===== config.mk =====
export PLATFORM = sky130hd
export DESIGN_NAME = smbpn_queue
export DESIGN_NICKNAME = d
export VERILOG_FILES = /design/src/hw/rtl/smbpn_pkg.sv /design/src/hw/rtl/smbpn_queue.sv
export SDC_FILE = /design/constraint.sdc
export NUM_CORES = 1
export LEC_CHECK = 0
export ABC_AREA = 0
export BUFFER_PORTS_ARGS = -buffer_cell sky130_fd_sc_hd__buf_4
export CAP_MARGIN = 20
export CORE_MARGIN = 1.5
export CORE_UTILIZATION = 54
export CTS_BUF_LIST = sky130_fd_sc_hd__clkbuf_8
export CTS_CLUSTER_DIAMETER = 50
export DETAILED_ROUTE_END_ITERATION = 6
export GPL_TIMING_DRIVEN = 0
export PLACE_DENSITY_LB_ADDON = 0.2
export SYNTH_ARGS = -nofsm -noshare
export SYNTH_HDL_FRONTEND = slang
export SYNTH_SLANG_ARGS = --single-unit

===== constraint.sdc =====
create_clock -name clk_i -period 4.3 [get_ports clk_i]
set_input_delay 0.215 -clock clk_i [delete_from_list [all_inputs] [get_ports clk_i]]
set_output_delay 0.215 -clock clk_i [all_outputs]
set_load 0.1 [all_outputs]

===== src/hw/rtl/smbpn_pkg.sv =====
// package for the stereo mix bus peak normalizer
// types, codes, widths and helper functions shared by every block but the ram and the checker
// no dependencies
`default_nettype none

package smbpn_pkg;

  localparam int unsigned FRAMES    = 65536;
  localparam int unsigned ADDR_W    = $clog2(FRAMES);
  localparam int unsigned TIME_W    = 20;
  localparam int unsigned OFF_W     = 16;
  localparam int unsigned SAMPLE_W  = 16;
  localparam int unsigned SUM_W     = 32;
  localparam int unsigned PROD_W    = 29;
  localparam int unsigned QUOT_W    = 26;
  localparam int unsigned FULL_W    = 27;
  localparam int unsigned RECIP_W   = 32;
  localparam int unsigned RECIP_SH  = 35;
  localparam int unsigned QBITS     = 15;
  localparam int unsigned ENTRY_W   = 2 * SUM_W;

  localparam logic [8:0]          MS_TO_FRAMES = 9'd441;
  localparam logic [RECIP_W-1:0]  RECIP_10     = 32'hCCCC_CCCD;
  localparam logic [FULL_W-1:0]   FRAMES_FULL  = FULL_W'(FRAMES);
  localparam logic [ADDR_W-1:0]   LAST_ADDR    = ADDR_W'(FRAMES - 1);
  localparam logic [SUM_W-1:0]    UNITY_PEAK   = 32'd32768;

  typedef enum logic [1:0] {
    OP_MIX     = 2'd0,
    OP_MEASURE = 2'd1,
    OP_EMIT    = 2'd2,
    OP_RESTART = 2'd3
  } op_e;

  typedef struct packed {
    op_e                         op;
    logic [ADDR_W-1:0]           addr;
    logic                        oob;
    logic signed [SAMPLE_W-1:0]  left;
    logic signed [SAMPLE_W-1:0]  right;
  } cmd_t;

  function automatic logic [SUM_W-1:0] mag32(input logic [SUM_W-1:0] v);
    mag32 = v[SUM_W-1] ? (~v + 1'b1) : v;
  endfunction

  function automatic logic [SAMPLE_W-1:0] sat16(input logic neg, input logic [SUM_W-1:0] q);
    logic [SUM_W-1:0] nq;
    nq = ~q + 1'b1;
    if (neg) begin
      sat16 = (q >= UNITY_PEAK) ? 16'h8000 : nq[SAMPLE_W-1:0];
    end else begin
      sat16 = (q > 32'd32767) ? 16'h7FFF : q[SAMPLE_W-1:0];
    end
  endfunction

endpackage

`default_nettype wire


===== src/hw/rtl/smbpn_queue.sv =====
// two entry command queue between front and back end
// depends on smbpn_pkg
`default_nettype none

module smbpn_queue (
  input  wire                  clk_i,
  input  wire                  rst_ni,
  input  wire                  push_i,
  input  smbpn_pkg::cmd_t      cmd_i,
  output logic                 full_o,
  input  wire                  pop_i,
  output logic                 empty_o,
  output smbpn_pkg::cmd_t      head_o
);

  smbpn_pkg::cmd_t slot_q [2];
  logic       wptr_q, rptr_q;
  logic [1:0] cnt_q;

  assign full_o  = (cnt_q == 2'd2);
  assign empty_o = (cnt_q == 2'd0);
  assign head_o  = slot_q[rptr_q];

  always_ff @(posedge clk_i or negedge rst_ni) begin
    if (!rst_ni) begin
      wptr_q <= 1'b0;
      rptr_q <= 1'b0;
      cnt_q  <= 2'd0;
    end else begin
      if (push_i) wptr_q <= ~wptr_q;
      if (pop_i)  rptr_q <= ~rptr_q;
      if (push_i && !pop_i) begin
        cnt_q <= cnt_q + 2'd1;
      end else if (pop_i && !push_i) begin
        cnt_q <= cnt_q - 2'd1;
      end
    end
  end

  always_ff @(posedge clk_i) begin
    if (push_i) slot_q[wptr_q] <= cmd_i;
  end

endmodule

`default_nettype wire


==> results by group, run 1 <==
Clock tree
  – Total setup buffers inserted after CTS: 0
  – Sinks on Clock Net: 106
  – Num CTS Buffers: 9
  – Htree depth: 3
  – Bufs on Longest Clock Path: 2
  – TritonCTS clock tree: done
  – Skew-Pair Late Insertion Delay: 0.35 ns
  – Clk slew on worst S/H paths: 0.10 ns
  – Root Buffer: clkbuf_8
  – # hold bufs at CTS: 1
  – Post-CTS sizing: 0

Hold path
  – Min-Delay Startpoint: cmd_i[15]
  – Worst Hold Endpoint: slot_q[0][15]
  – Hold depth: 1
  – Worst Hold Class: in -> reg

Final layout
  – Number of diodes: 0
  – Proportion of layout cells with a drive suffix above 1: 61.1%
  – Nets: 352
  – Synth-to-Final Area Change: 29.6%
  – Layout fillers: 449

Routing
  – Routed WL: 6230 microns
  – DR WL/cell: 15.6 microns
  – Drc violations: 0
  – Total number of vias: 1920
  – Drt initial violations: 101
  – Routed vias/inst: 4.80
  – Antenna viol nets, final: 0
  – Pre-Repair DR Iteration Count: 4

Synthesis
  – Post-synth cell types: 13
  – Top FF cell, synth: edfxtp_1
  – Most frequent cells after synthesis: edfxtp_1, mux2_4, buf_12, dfrtp_1, xor2_1
  – Cells after Synth: 175
  – Synth async-reset ratio: 3.77%
  – Synthesized flop and latch total: 106
  – Post-synth EDFFs: 102
  – Yosys top cell area share: 74.4%
  – Post-synth top area cell: edfxtp_1
  – Synthesized net count: 231
  – Cell area after synthesis: 0.00412 sq mm
  – Syn Area/Cell: 23.5 sq um
  – Synth top area cells: edfxtp_1, mux2_4, buf_12, dfrtp_1, xor2_1
  – Count leader, synth: edfxtp_1
  – Ys Warns: 0
  – Sequential share of the synthesized area: 76.8%

Setup path
  – R2r worst-path depth: 2
  – Largest fanout on the critical path: 10
  – CP required: 4.09 ns
  – Critical path capture point type: primary output
  – RR Endpoint: slot_q[0][17]
  – Setup crit start kind: flop
  – Data arrival, critical path: 1.57 ns
  – Register-to-register setup slack: 2.61 ns
  – Crit path kind: reg -> out
  – Worst r2r src: wptr_q

Run status
  – Status: finished clean

Die
  – Row count: 31
  – Core area: 0.00733 sq mm
  – Initial core utilization: 56.2%
  – Ports: 108
  – Die W: 90.3 microns
  – Die H: 90.3 microns
  – Die area: 0.00816 sq mm

Place
  – Routability Congestion: 0.671
  – Dpl hpwl: 4290 microns
  – IO Port Bufs: 107

Global routing
  – Initial antenna violation count: 0
  – First-pass GRT wire length: 9440 microns
  – Tot GR Track Use: 15.6%
  – Largest net degree at the start of global routing: 32
  – Number of global-route vias before repair: 1932
  – GRT overflow: 0

Timing
  – Tcrit/Tclk final: 41.6%
  – Worst relative slew slack: 44.1%
  – Tmin final: 1.79 ns
  – Pins Over Slew Limit: 0
  – # setup viols final: 0
  – Worst-Margin Slew: 0.837 ns
  – RSZ-0062 raised after global routing: no
  – Clock skew: 0.00993 ns
  – Fmax: 560 MHz
  – Hold Vio Cnt, Final: 0
  – Final hold slack: 0.0424 ns

Job
  – Max_cap viols: 0
## routing by layer
| layer | vias up | GRT usage (%) | wire, microns |
|---|---|---|---|
| li1 | 923 | - | - |
| met1 | 926 | 19.3 | 2610 |
| met2 | 63 | 26.4 | 3280 |
| met3 | 8 | 3.37 | 250 |
| met4 | 0 | 7.14 | 91 |
| met5 | - | 0 | 0 |
## cell usage in the layout (no fill, tap or decap), drive strengths merged
cell type	n
and2	1
buf	115
bufinv	2
clkbuf	9
clkinv	1
clkinvlp	2
dfrtp	4
dlygate4sd3	1
edfxtp	102
ha	1
inv	3
mux2	51
nor2	2
nor2b	2
xnor2	1
xor2	4
## state kept, by name, summed over array words and instances (netlist names)
name	flops
slot_q	102
wptr_q	1
rptr_q	1
cnt_q	2
## stage by stage
stage | std cells | util [%] | instance area (sq um) | setup TNS (ns) | setup WS [ns]
2_1_floorplan | 175 | - | 4120 | 0 | 1.16
3_3_place_gp | 381 | 68.8 | 5050 | -2.50 | -0.0512
3_5_place_dp | 383 | 69.6 | 5100 | 0 | 2.57
4_1_cts | 400 | 72.8 | 5340 | 0 | 2.49
5_1_grt | 400 | 72.8 | 5340 | 0 | 2.45
6_report | 400 | 72.8 | 5340 | 0 | 2.51
## final cells by class
class                      count  area (sq um)  share of cell area [%]
sequential                   106          3160                    59.3
timing repair buffer         110           861                    16.1
multi-input combinational     62           850                    15.9
clock buffer                   9           124                    2.32
tap                           99           124                    2.32
buffer                         6           111                    2.09
clock inverter                 7           100                    1.88
inverter                       1          3.75                  0.0703
## worst max path at each step
| stage | startpoint | to | slack (ns) | cells past startpoint |
|---|---|---|---|---|
| after floorplan | wptr_q | slot_q[0][0] | 1.16 | 1 |
| after global placement | wptr_q | slot_q[0][30] | -0.05 | 1 |
| after detailed placement | wptr_q | slot_q[0][30] | 2.57 | 2 |
| after CTS | rptr_q | head_o[22] | 2.49 | 4 |
| after global routing | rptr_q | head_o[38] | 2.45 | 4 |
| final | rptr_q | head_o[22] | 2.51 | 4 |
## kinds of logic after synthesis
family	after synthesis	share of synthesized area, %
DFF	106	76.8
muxes	51	18.4
buffers and inverters	7	2.79
xor gates and xnor gates	5	1.06
and+or+nand+nor	5	0.638
adders and majority gates	1	0.304
## worst max-delay path, stage by stage (launching register included)
cell     delay (ns)
dfrtp_1        0.38
buf_6          0.16
buf_12         0.16
mux2_4         0.30
buf_4          0.23
Power of run 1 is not shown: default switching activity piles up to over one toggle a cycle in this logic, so the estimate is an artifact.
==> inputs of run 2 (changes only) <==
ABC_AREA = 1   (was 0)
CORE_UTILIZATION = 49   (was 54)
clock period = 1.45 ns   (was 4.3 ns; I/O delays follow)
==> run 2 against run 1 <==
  * The run now ends with negative setup slack left
  * Count of clock-buffer cells in the layout stayed put
  * Hold slack improved by 0.012 ns
  * Final cell count up 18%
  * First-iteration DRC count fell by 7.9%
  * Core utilization grew 6.6 points
  * Wire length rose by 32%
  * Critical path depth stayed put
  * Critical path type unchanged
==> results by group, run 2 <==
Setup path
  – Largest fanout on the critical path: 10 (unchanged)
  – Setup crit start kind: flop
  – Crit path kind: reg -> out
  – Critical path cell sequence: buf_8, buf_12, mux2_4, buf_12
  – Crit path max-delay cell type: dfrtp_1
  – Worst r2r src: wptr_q
  – Critical path capture point type: primary output
  – CP max stage delay: 0.39 ns (about the same)
  – CP required: 1.38 ns (-2.71 ns)
  – Cell mode on critical path: buf_12
  – R2r worst-path depth: 3 (+1)
  – Register-to-register setup slack: 0.09 ns (-2.52 ns)
  – RR Endpoint: slot_q[1][29]
  – CP startpoint: rptr_q
  – Data arrival, critical path: 1.55 ns (-0.02 ns)
  – Crit path to: head_o[4]

Clock tree
  – Root Buffer: clkbuf_8
  – Htree depth: 3 (unchanged)
  – Clk slew on worst S/H paths: 0.10 ns (about the same)
  – Bufs on Longest Clock Path: 2 (unchanged)
  – TritonCTS clock tree: done
  – Sinks on Clock Net: 106 (unchanged)
  – Skew-Pair Late Insertion Delay: 0.35 ns (about the same)
  – Num CTS Buffers: 9 (unchanged)

Final layout
  – Max reg flops: 102 (unchanged)
  – Biggest register: slot_q
  – Final cell count without fillers: 472 (+18%)
  – Nets: 418 (+19%)
  – Commonest non-fill, non-tap cell in the layout: edfxtp_1
  – Synth-to-Final Area Change: 57.6%
  – Most frequent cells in the layout: edfxtp_1, buf_12, buf_4, dlygate4sd3_1, mux2_4
  – Number of diodes: 0 (unchanged)
  – Largest regs: slot_q x102, cnt_q x2
  – Proportion of layout cells with a drive suffix above 1: 50.7% (-10 points)

Timing
  – Final TNS setup: -7.97 ns (-7.97 ns)
  – RSZ-0062 raised after global routing: yes
  – Tmin final: 1.62 ns
  – Hold Vio Cnt, Final: 0 (unchanged)
  – Fmax: 617 MHz
  – Final WS setup: -0.170 ns (-2.68 ns)
  – # setup viols final: 51 (+51)
  – Worst-Margin Slew: 0.443 ns (-0.394 ns)
  – Tcrit/Tclk final: 112%
  – Clock skew: 0.00885 ns (-0.00107 ns)
  – Pins Over Slew Limit: 0 (unchanged)
  – Worst relative slew slack: 70.4% (+26 points)

Synthesis
  – Synth top area cells: edfxtp_1, mux2_4, buf_12, dfrtp_1, inv_1
  – Cells after Synth: 184 (+5.1%)
  – Post-Synth Adder-Cell Area: 0.302% (-0.0015 points)
  – Ys Warns: 0 (unchanged)
  – Most frequent cells after synthesis: edfxtp_1, mux2_4, inv_1, buf_12, nand2_1
  – Synthesized net count: 240 (+3.9%)
  – Synthesized flop and latch total: 106 (unchanged)
  – Cell area after synthesis: 0.00414 sq mm (+0.49%)
  – Yosys top cell area share: 74.0% (-0.36 points)
  – Mux contribution to synthesized area: 18.3% (-0.089 points)
  – Synth async-reset ratio: 3.77% (unchanged)
  – Syn Area/Cell: 22.5 sq um (-4.4%)
  – Post-synth top area cell: edfxtp_1
  – Top FF cell, synth: edfxtp_1
  – Count leader, synth: edfxtp_1
  – Sequential share of the synthesized area: 76.4% (-0.37 points)
  – Main combinational cell family by area after synthesis: multiplexers
  – Post-synthesis compound-gate area fraction: 0% (unchanged)
  – Synth Area in Simple Gates: 0.998% (+0.36 points)
  – Synth Area in XOR/XNOR: 0.635% (-0.43 points)
  – Post-synth EDFFs: 102 (unchanged)
  – Post-synth cell types: 14 (+1)

Die
  – Initial core utilization: 50.4% (-5.8 points)
  – Row count: 33 (+6.5%)
  – Die area: 0.00901 sq mm (+10%)
  – Core area: 0.00822 sq mm (+12%)
  – Die W: 94.9 microns (+5.1%)
  – Ports: 108 (unchanged)
  – Die H: 94.9 microns (+5.1%)

Global routing
  – GRT overflow: 0 (unchanged)
  – Initial antenna violation count: 0 (unchanged)
  – Tot GR Track Use: 19.4% (+3.8 points)
  – Largest net degree at the start of global routing: 28 (-13%)
  – First-pass GRT wire length: 12500 microns (+33%)
  – Number of global-route vias before repair: 2476 (+28%)

Routing
  – Total number of vias: 2246 (+17%)
  – DR WL/cell: 17.5 microns (+12%)
  – Routed vias/inst: 4.76 (-0.87%)
  – Pre-Repair DR Iteration Count: 4 (unchanged)
  – Routed WL: 8260 microns (+32%)
  – Drt initial violations: 93 (-7.9%)
  – Drc violations: 0 (unchanged)
  – Antenna viol nets, final: 0 (unchanged)

Hold path
  – Worst Hold Class: in -> async

Place
  – Dpl hpwl: 4330 microns (+0.79%)
  – IO Port Bufs: 107 (unchanged)
  – DP Cell Count: 398 (+3.9%)
  – Routability Congestion: 0.632 (-5.9%)

Run status
  – Status: finished with violations
  – Violated checks: negative setup slack

Job
  – Max_cap viols: 0 (unchanged)
==> run 2: cell types whose count changed in the layout (fill, tap and decap cells not counted), moves of 4 or more <==
cell / change
nand2_1: +4
buf_4: -50
inv_1: +7
buf_12: +51
dlygate4sd3_1: +53
==> run 2: cell families (layout without fill, tap and decap cells) <==
logic type | count (synthesis) | after routing
mux | 51 | 51
flops | 106 | 106
fa+ha+maj | 1 | 1
xor+xnor | 3 | 3
buf+inv | 13 | 195
simple gates | 10 | 11
==> run 2: worst min path at each step <==
stage,start,to,slack (ns),cells past startpoint
6_report,rst_ni,cnt_q[1],0.05,2
5_1_grt,rst_ni,cnt_q[1],0.05,2
4_1_cts,rst_ni,cnt_q[0],0.03,2
3_5_place_dp,rst_ni,rptr_q,-0.13,1
3_3_place_gp,rst_ni,rptr_q,-0.13,1
2_1_floorplan,rst_ni,cnt_q[0],-0.22,0
==> run 2: layer usage <==
layer | vias to the layer above | GRT usage [%] | part of all wire [%]
met2 | 66 | 36.5 | 56
met4 | 0 | 7.21 | 1.7
met3 | 12 | 3.54 | 3.5
met5 | - | 0 | 0
met1 | 1109 | 21.7 | 39
li1 | 1059 | - | -
==> run 2: final cells by class <==
class	count	area, sq um
plain buffers	6	115
clock buffers	9	124
clock inverters	7	62.6
fillers	439	1690
inverters	7	30.0
multi-input cells	66	860
flip-flops and latches	106	3160
well taps	105	131
repair buffers	165	2030
repair inverters	1	7.51
==> run 2: through the flow <==
step | cell area [sq um] | worst slack (ns) | utilization [%] | hold slack, ns
4_1_cts | 6530 | -0.184 | 79.4 | 0.0265
3_3_place_gp | 5090 | -0.618 | 61.9 | -0.127
3_5_place_dp | 5130 | -0.246 | 62.4 | -0.125
2_1_floorplan | 4150 | -0.304 | - | -0.223
6_report | 6530 | -0.170 | 79.4 | 0.0542
5_1_grt | 6530 | -0.213 | 79.4 | 0.0496
==> run 2: what timing repair did <==
| action | in CTS | in global routing |
|---|---|---|
| pin swaps | 1 | 0 |
| resized for setup | 152 | 0 |
| setup endpoints to repair | 153 | 51 |
| cloned | 2 | 0 |
| endpoints found under the hold margin | 108 | 0 |
| hold buffers | 54 | 0 |
| setup buffers | 2 | 0 |
==> run 2: critical path: cells and delay by family (launching register included) <==
family	cells	cell delay [ns]
flops	1	0.39
mux	1	0.32
buf+inv	3	0.48
Power of run 2 is left out for the same reason.
==> inputs of run 3 (changes only) <==
CORE_UTILIZATION = 59   (was 49)
clock period = 2.05 ns   (was 1.45 ns; I/O delays follow)
==> run 3 against run 2 <==
  * The run now ends clean
  * Critical path depth unchanged
  * Count of clock-buffer cells in the layout unchanged
  * Final cell count decreased by 2.5%
  * Critical endpoint is now head_o[8]
  * Largest cell class unchanged
  * Highest routed layer unchanged
==> results by group, run 3 (same netlist as run 2, synthesis figures left out) <==
Final layout
  – Nets: 415 (-0.72%)
  – Biggest register: slot_q
  – Synth-to-Final Area Change: 41.5%
  – Most frequent cells in the layout: buf_4, edfxtp_1, dlygate4sd3_1, mux2_4, clkbuf_8
  – Number of diodes: 0 (unchanged)
  – Max reg flops: 102 (unchanged)
  – Largest regs: slot_q x102, cnt_q x2
  – Proportion of layout cells with a drive suffix above 1: 50.5% (-0.13 points)
  – Commonest non-fill, non-tap cell in the layout: buf_4

Timing
  – Tcrit/Tclk final: 82.7%
  – Tmin final: 1.70 ns
  – Pins Over Slew Limit: 0 (unchanged)
  – Fmax: 590 MHz
  – Final WS setup: 0.354 ns (+0.524 ns)
  – Clock skew: 0.00790 ns (-0.000948 ns)
  – # setup viols final: 0 (-100%)
  – RSZ-0062 raised after global routing: no
  – Worst relative slew slack: 60.9% (-9.5 points)
  – Hold Vio Cnt, Final: 0 (unchanged)
  – Worst-Margin Slew: 0.585 ns (+0.142 ns)

Die
  – Die W: 86.8 microns (-8.6%)
  – Initial core utilization: 60.9% (+11 points)
  – Row count: 30 (-9.1%)
  – Die area: 0.00753 sq mm (-16%)
  – Ports: 108 (unchanged)
  – Die H: 86.8 microns (-8.6%)
  – Core area: 0.00679 sq mm (-17%)

Place
  – Pre-CTS setup slack: 0.569 ns (+0.815 ns)
  – Routability Congestion: 0.700 (+11%)
  – Dpl hpwl: 4500 microns (+4.0%)
  – IO Port Bufs: 107 (unchanged)

Global routing
  – Number of global-route vias before repair: 2376 (-4.0%)
  – Initial antenna violation count: 0 (unchanged)
  – Largest net degree at the start of global routing: 33 (+18%)
  – Tot GR Track Use: 21.9% (+2.5 points)
  – First-pass GRT wire length: 11900 microns (-5.3%)
  – GRT overflow: 0 (unchanged)

Setup path
  – CP max stage delay: 0.38 ns (about the same)
  – Setup crit start kind: flop
  – Worst r2r src: wptr_q
  – Crit path kind: reg -> out
  – Critical path cell sequence: buf_6, buf_12, mux2_4, buf_4
  – Register-to-register setup slack: 0.59 ns (+0.50 ns)
  – R2r worst-path depth: 3 (unchanged)
  – Crit path max-delay cell type: dfrtp_1
  – Largest fanout on the critical path: 10 (unchanged)
  – Critical path capture point type: primary output
  – CP required: 1.95 ns (+0.57 ns)
  – Data arrival, critical path: 1.59 ns (+0.04 ns)
  – RR Endpoint: slot_q[1][18]

Clock tree
  – Skew-Pair Late Insertion Delay: 0.36 ns (about the same)
  – Bufs on Longest Clock Path: 2 (unchanged)
  – Num CTS Buffers: 9 (unchanged)
  – Sinks on Clock Net: 106 (unchanged)
  – Clk slew on worst S/H paths: 0.09 ns (about the same)
  – Htree depth: 3 (unchanged)
  – Root Buffer: clkbuf_8
  – TritonCTS clock tree: done
  – Post-CTS sizing: 0 (-100%)

Hold path
  – Worst Hold Class: in -> async

Routing
  – Drc violations: 0 (unchanged)
  – Pre-Repair DR Iteration Count: 4 (unchanged)
  – Total number of vias: 2224 (-0.98%)
  – Drt initial violations: 109 (+17%)
  – Routed vias/inst: 4.83 (+1.6%)
  – Routed WL: 7760 microns (-6.1%)
  – Antenna viol nets, final: 0 (unchanged)
  – DR WL/cell: 16.9 microns (-3.6%)

Run status
  – Status: finished clean

Job
  – Max_cap viols: 0 (unchanged)
run 3: cell types whose count changed in the layout (fill, tap and decap cells not counted), sizes merged:
cell	before	now
nor2	4	3
bufinv	1	0
clkinv	3	2
clkinvlp	3	4
buf	117	116
run 3: layout make-up:
type	instances	area, sq um
Clock buffer	9	124
Multi-Input combinational cell	65	846
Timing Repair Buffer	164	1420
Fill cell	311	937
Inverter	7	26.3
Sequential cell	106	3160
Clock inverter	7	47.5
Tap cell	96	120
Buffer	6	111
run 3: layer usage:
metal  routed length, microns  share of wire [%]  vias up  GRT usage, %
met5                        0                  0        -             0
met4                      138                1.8        0          7.48
met3                      357                4.6       13          5.33
met2                     4320                 56       74          40.8
met1                     2950                 38     1084          24.6
li1                         -                  -     1053             -
run 3: repair_timing:
| item | in CTS | in global routing |
|---|---|---|
| hold buffers | 54 | 0 |
| setup buffers | 0 | 0 |
| hold endpoints to repair | 108 | 0 |
run 3: stage by stage:
step | TNS [ns] | area (sq um) | hold WS (ns) | cells | utilization, %
floorplan | 0 | 4150 | -0.193 | 184 | -
global placement | -18.78 | 5070 | -0.0987 | 387 | 74.6
detailed placement | 0 | 5140 | -0.0965 | 390 | 75.7
CTS | 0 | 5860 | 0.0513 | 460 | 86.2
global route | 0 | 5860 | 0.0613 | 460 | 86.2
finish | 0 | 5860 | 0.0683 | 460 | 86.2
run 3: worst max path at each step:
stage	to	from	slack, ns
detailed placement	slot_q[0][13]	wptr_q	0.57
finish	head_o[8]	rptr_q	0.35
global placement	slot_q[1][23]	wptr_q	-0.37
floorplan	slot_q[1][0]	wptr_q	0.18
CTS	head_o[6]	rptr_q	0.34
global route	head_o[4]	rptr_q	0.28
run 3: worst max-delay path, delay by kind of cell, from the launching register on:
family	cells	cell delay, ns
muxes	1	0.31
buffers and inverters	3	0.56
DFF	1	0.38
Power of run 3 is left out for the same reason.
